===== config.mk =====
export PLATFORM = sky130hd
export DESIGN_NAME = ffca_ctrl
export DESIGN_NICKNAME = d
export VERILOG_FILES = /design/src/rtl/ffca_pkg.sv /design/src/rtl/ffca_ctrl.sv
export SDC_FILE = /design/constraint.sdc
export NUM_CORES = 1
export LEC_CHECK = 0
export BUFFER_PORTS_ARGS = -buffer_cell sky130_fd_sc_hd__buf_2
export CAP_MARGIN = 10
export CORE_AREA = 3 3 40 42
export DETAILED_ROUTE_END_ITERATION = 10
export DIE_AREA = 0 0 43 45
export GPL_ROUTABILITY_DRIVEN = 0
export GPL_TIMING_DRIVEN = 0
export SLEW_MARGIN = 5
export SYNTH_ARGS = -nofsm -noshare
export SYNTH_HDL_FRONTEND = slang
export SYNTH_SLANG_ARGS = --single-unit

===== constraint.sdc =====
create_clock -name clock -period 1.4 [get_ports clock]
set_input_delay 0.42 -clock clock [delete_from_list [all_inputs] [get_ports clock]]
set_output_delay 0.42 -clock clock [all_outputs]
set_load 0.02 [all_outputs]

===== src/rtl/ffca_pkg.sv =====
// Shared constants, types and helpers for the first-fit arena allocator.
package ffca_pkg;

   localparam int ARENA_BYTES  = 4096;
   localparam int FREE_SLOTS   = 16;
   localparam int HEADER_BYTES = 4;

   localparam int ADDR_W = $clog2(ARENA_BYTES);
   localparam int SIZE_W = ADDR_W + 1;
   localparam int IDX_W  = $clog2(FREE_SLOTS);
   localparam int CNT_W  = $clog2(FREE_SLOTS + 1);
   localparam int LEN_W  = 12;
   localparam int CAP_W  = 13;

   localparam logic [SIZE_W-1:0] SIZE_SAT = SIZE_W'(2 * ARENA_BYTES - 1);

   localparam logic [1:0] STATUS_OK        = 2'd0;
   localparam logic [1:0] STATUS_NO_SPACE  = 2'd1;
   localparam logic [1:0] STATUS_BAD_FREE  = 2'd2;
   localparam logic [1:0] STATUS_LIST_FULL = 2'd3;

   localparam logic OP_ALLOC = 1'b0;
   localparam logic OP_FREE  = 1'b1;

   typedef struct packed {
      logic load;
      logic step;
      logic commit;
      logic rsp_load;
   } ctrl_cmd_type;

   typedef struct packed {
      logic scan_more;
      logic rsp_busy;
   } ctrl_sts_type;

   // Add two sizes, saturating at the largest size a hole may record
   function automatic logic [SIZE_W-1:0] sat_add(input logic [SIZE_W-1:0] a,
                                                 input logic [SIZE_W-1:0] b);
      logic [SIZE_W:0] s;
      s = {1'b0, a} + {1'b0, b};
      return s[SIZE_W] ? SIZE_SAT : s[SIZE_W-1:0];
   endfunction

endpackage


===== src/rtl/ffca_ctrl.sv =====
// Sequencing state machine: accept, size read, list scan, result hand-off.
module ffca_ctrl (
   input  logic                  clock,
   input  logic                  reset,
   input  logic                  req_tvalid,
   output logic                  req_tready,
   input  ffca_pkg::ctrl_sts_type sts,
   output ffca_pkg::ctrl_cmd_type cmd
);
   import ffca_pkg::*;

   typedef enum logic [3:0] {
      ST_IDLE   = 4'b0001,
      ST_READ   = 4'b0010,
      ST_SCAN   = 4'b0100,
      ST_FINISH = 4'b1000
   } state_type;

   state_type state_ff, state_in;

   assign req_tready = (state_ff == ST_IDLE);

   // Decode the next state and the datapath commands
   always_comb begin
      state_in = state_ff;
      cmd      = '0;
      unique case (state_ff)
         ST_IDLE: begin
            if (req_tvalid) begin
               cmd.load = 1'b1;
               state_in = ST_READ;
            end
         end
         ST_READ: begin
            state_in = ST_SCAN;
         end
         ST_SCAN: begin
            if (sts.scan_more) begin
               cmd.step = 1'b1;
            end else begin
               cmd.commit = 1'b1;
               state_in   = ST_FINISH;
            end
         end
         ST_FINISH: begin
            if (!sts.rsp_busy) begin
               cmd.rsp_load = 1'b1;
               state_in     = ST_IDLE;
            end
         end
         default: state_in = ST_IDLE;
      endcase
   end

   always_ff @(posedge clock) begin
      if (reset) begin
         state_ff <= ST_IDLE;
      end else begin
         state_ff <= state_in;
      end
   end

endmodule


======== Yosys cells after proc, flatten, opt, wreduce, memory -nomap -nowiden ========
Cells that the tools add are included.
cells by class
  equality and inequality tests ........... 7
  mux-type cells .......................... 11
  reduce and logical (&&, ||, !) cells .... 1
operators with widths
  cell                count
  $pmux 4 s4          1
  $mux 4              3
  $mux 1              6
  $ne 2x2->1 const B  3
  $eq 4x1->1 const B  1
  $eq 4x2->1 const B  1
  $eq 4x3->1 const B  1
  $eq 4x4->1 const B  1
  $reduce_and 3->1    1
  $mux 2              1
word-level totals
  bits in registers ....................... 4
  input port bits ......................... 5
  output and inout port bits .............. 5
  logic and storage cells ................. 20

======== Logic depth before layout (Yosys ltp) ========
  depth in word-level cells ............... 3
  gate-level depth with buffers ........... 3
  mapped depth without buffers ............ 3

======== Least setup slack after synthesis ========
No wires, ideal clock.
  path kind ............................... register to output
  from .................................... reg state_ff[1]
  to ...................................... out cmd[3] (netlist name)
  arrival ................................. 1.230 ns
  data required time ...................... 0.980 ns
  slack ................................... -0.250 ns
  cell stages (with the launch flop) ...... 3
  path buffers ............................ 0
  cells stage by stage .................... dfxtp_1 > nor4b_2 > and2_1
RTL lines
  what                      line             source
  start: declaration        ffca_ctrl.sv:19  state_type state_ff, state_in;
  start signal: assignment  ffca_ctrl.sv:59  state_ff <= state_in;
  end: declaration          ffca_ctrl.sv:8   output ffca_pkg::ctrl_cmd_type cmd

==> flow_summary_export.csv <==
group,metric,value,unit
cts,cts_buffers,3,
cts,postCtsSetupBuffers,0,
power,peakVddDrop,0.502,mV
critical_path,worstPathRequired,0.98,ns
routing,via_per_inst,4.31,
outcome,status,"complete, but fails checks",
timing,slew_headroom,84.1,%
power,p_int,0.245,mW
worst_hold_path,hp-class,"in -> reg",
cts,cts_tree,"yes",
timing,worstMarginPinSlew,0.237,ns
timing,slew_viol_final,0,
logic_synthesis,yosysWarnings,0,
power,p_seq_share,39.5,%
critical_path,crit_fanout,6,
layout,area_growth,56.7,%
logic_synthesis,syn_area,223,µm²
layout,antenna_cells,0,
placement,port-buffer-count,9,
logic_synthesis,synth_edf_count,0,
timing,finalSetupViolCount,5,
cts,h-tree-depth,1,
die,rows,13,
grt,grt_pass1_vias,224,
timing,fin_crit_sh,115,%
routing,drtIter0Drc,4,
layout,final_nets,43,
logic_synthesis,seq_area_frac_synth,36.0,%
power,power.density,931,nW/µm²
grt,grt_pass1_wl,910,µm
logic_synthesis,ys_types,16,
layout,largest_reg_flops,4,
cts,hold_buffers,0,
die,fp.dieW,43,µm
layout,drive_above_1_share,63.9,%
timing,rsz0062_at_grt,"true",
worst_hold_path,hold-path-cell-count,2,
logic_synthesis,synthCells,24,
grt,grt_max_degree,8,
cts,cts_sinks,4,
logic_synthesis,syn_nets,29,
outcome,violations,"setup timing",
power,power_switching,0.0803,mW
layout,reg_top3,"state_ff (4)",
cts,clock-root-buffer,"clkbuf_4",
cts,clk_pin_slew,0.03,ns
power,sw_frac_of_total,24.7,%
critical_path,worstSetupPathType,"reg -> out",
routing,dr_total_vias,220,
timing,hold_viol_final,0,
layout,mostFrequentLayoutCells,"buf_2, clkbuf_4",
grt,overflow,0,
critical_path,critPathLaunchType,"flip-flop",
routing,drt_wl_total,515,µm
logic_synthesis,synth-seq-cells,4,
layout,regMostFlops,"state_ff",
timing,fin_setup_tns,-0.718,ns
placement,place_ws,0.00685,ns
die,start_util,17.3,%
routing,post-route-drc-count,0,
cts,clkLatencyLatePin,0.23,ns
power,combPwrFrac,17.0,%
critical_path,critPathArrivalTime,1.18,ns
critical_path,worstRegToRegCells,3,
power,p_clk_share,43.5,%
timing,max_freq,0.623,GHz
cts,clockBufferDepth,2,
layout,finish.utilization,27.2,%
critical_path,crit_path_end_kind,"primary output",
logic_synthesis,synth_ff_type,"dfxtp_1",
layout,fin_area,349,µm²
die,dieArea,1940,µm²
logic_synthesis,syn_area_per_cell,9.28,µm²
timing,setup_ws,-0.204,ns
timing,fin_worst_skew,0.00319,ns
die,coreArea,1280,µm²
die,io_pins,10,
grt,antenna_found_initial,0,
routing,firstDrtPassIters,4,
flow_run,maxCapViolCount,0,
logic_synthesis,synthArstFlopShare,0,%
die,die_h,45,µm
placement,placed_cell_area,299,µm²
timing,period_needed,1.60,ns
grt,grt_usage,6.83,%
power,power_leakage,0.160,nW
layout,final_common_cell,"buf_2",
routing,wl_per_cell,10.1,µm
routing,drt.antenna.violating_nets,0,
timing,holdWs,0.397,ns
-- critical path, stage by stage (launching register included) --
cell and delay (ns):
dfxtp_4 0.36, nor4b_4 0.31, and2_4 0.18, buf_6 0.10
-- layout make-up --
type	count	area (µm²)
Clock buffer	3	22.5
Timing Repair Buffer	9	53.8
Multi-Input combinational cell	20	164
Tap cell	15	18.8
Sequential cell	4	90.1
Fill cell	139	936
-- routing by layer --
layer / track usage, % / up-vias / wire length (µm)
li1: - / 112 / -
met2: 8.38 / 11 / 207
met4: 1.81 / 0 / 0
met3: 7.17 / 0 / 72
met5: 0 / - / 0
met1: 7.95 / 97 / 235
-- cell usage after synthesis (all sizes together) (2+ instances only) --
master	instances	area, µm²
nor2b	2	12.5
and3b	2	17.5
nor2	3	11.3
nand2	2	7.51
dfxtp	4	80.1
-- logic make-up after synthesis --
family          after synthesis  share of synthesized area, %
mux                           1                          5.06
simple gates                 16                          47.8
flops                         4                          36.0
compound gates                3                          11.2
-- timing repair --
action                                  CTS  global route
gates resized for setup                  10             1
endpoints found under the setup margin    5             5
pin swaps                                 3             0
-- stage by stage --
stage | instances | total power [mW]
global route | 51 | 0.352
global placement | 48 | 0.179
finish | 51 | 0.325
floorplan | 24 | 0.162
CTS | 51 | 0.332
detailed placement | 48 | 0.180
-- final timing paths --
path	end	from	slack [ns]
setup / recovery	cmd[3]	state_ff[3]$_SDFFE_PP0P_	-0.20
hold / removal	state_ff[2]$_SDFFE_PP0P_	reset	0.40
setup reg to reg	state_ff[0]$_SDFFE_PP1P_	state_ff[2]$_SDFFE_PP0P_	0.26
hold reg to reg	state_ff[2]$_SDFFE_PP0P_	state_ff[3]$_SDFFE_PP0P_	0.47
-- power groups by stage --
| stage | Sequential, mW | Clock [mW] | Combinational [mW] |
|---|---|---|---|
| 2_1_floorplan | 0.127 | 0 | 0.0347 |
| 3_3_place_gp | 0.129 | 0 | 0.0500 |
| 3_5_place_dp | 0.129 | 0 | 0.0505 |
| 6_report | 0.128 | 0.141 | 0.0554 |
| 4_1_cts | 0.129 | 0.148 | 0.0556 |
| 5_1_grt | 0.129 | 0.162 | 0.0611 |
(Power assumes the default switching activity.)
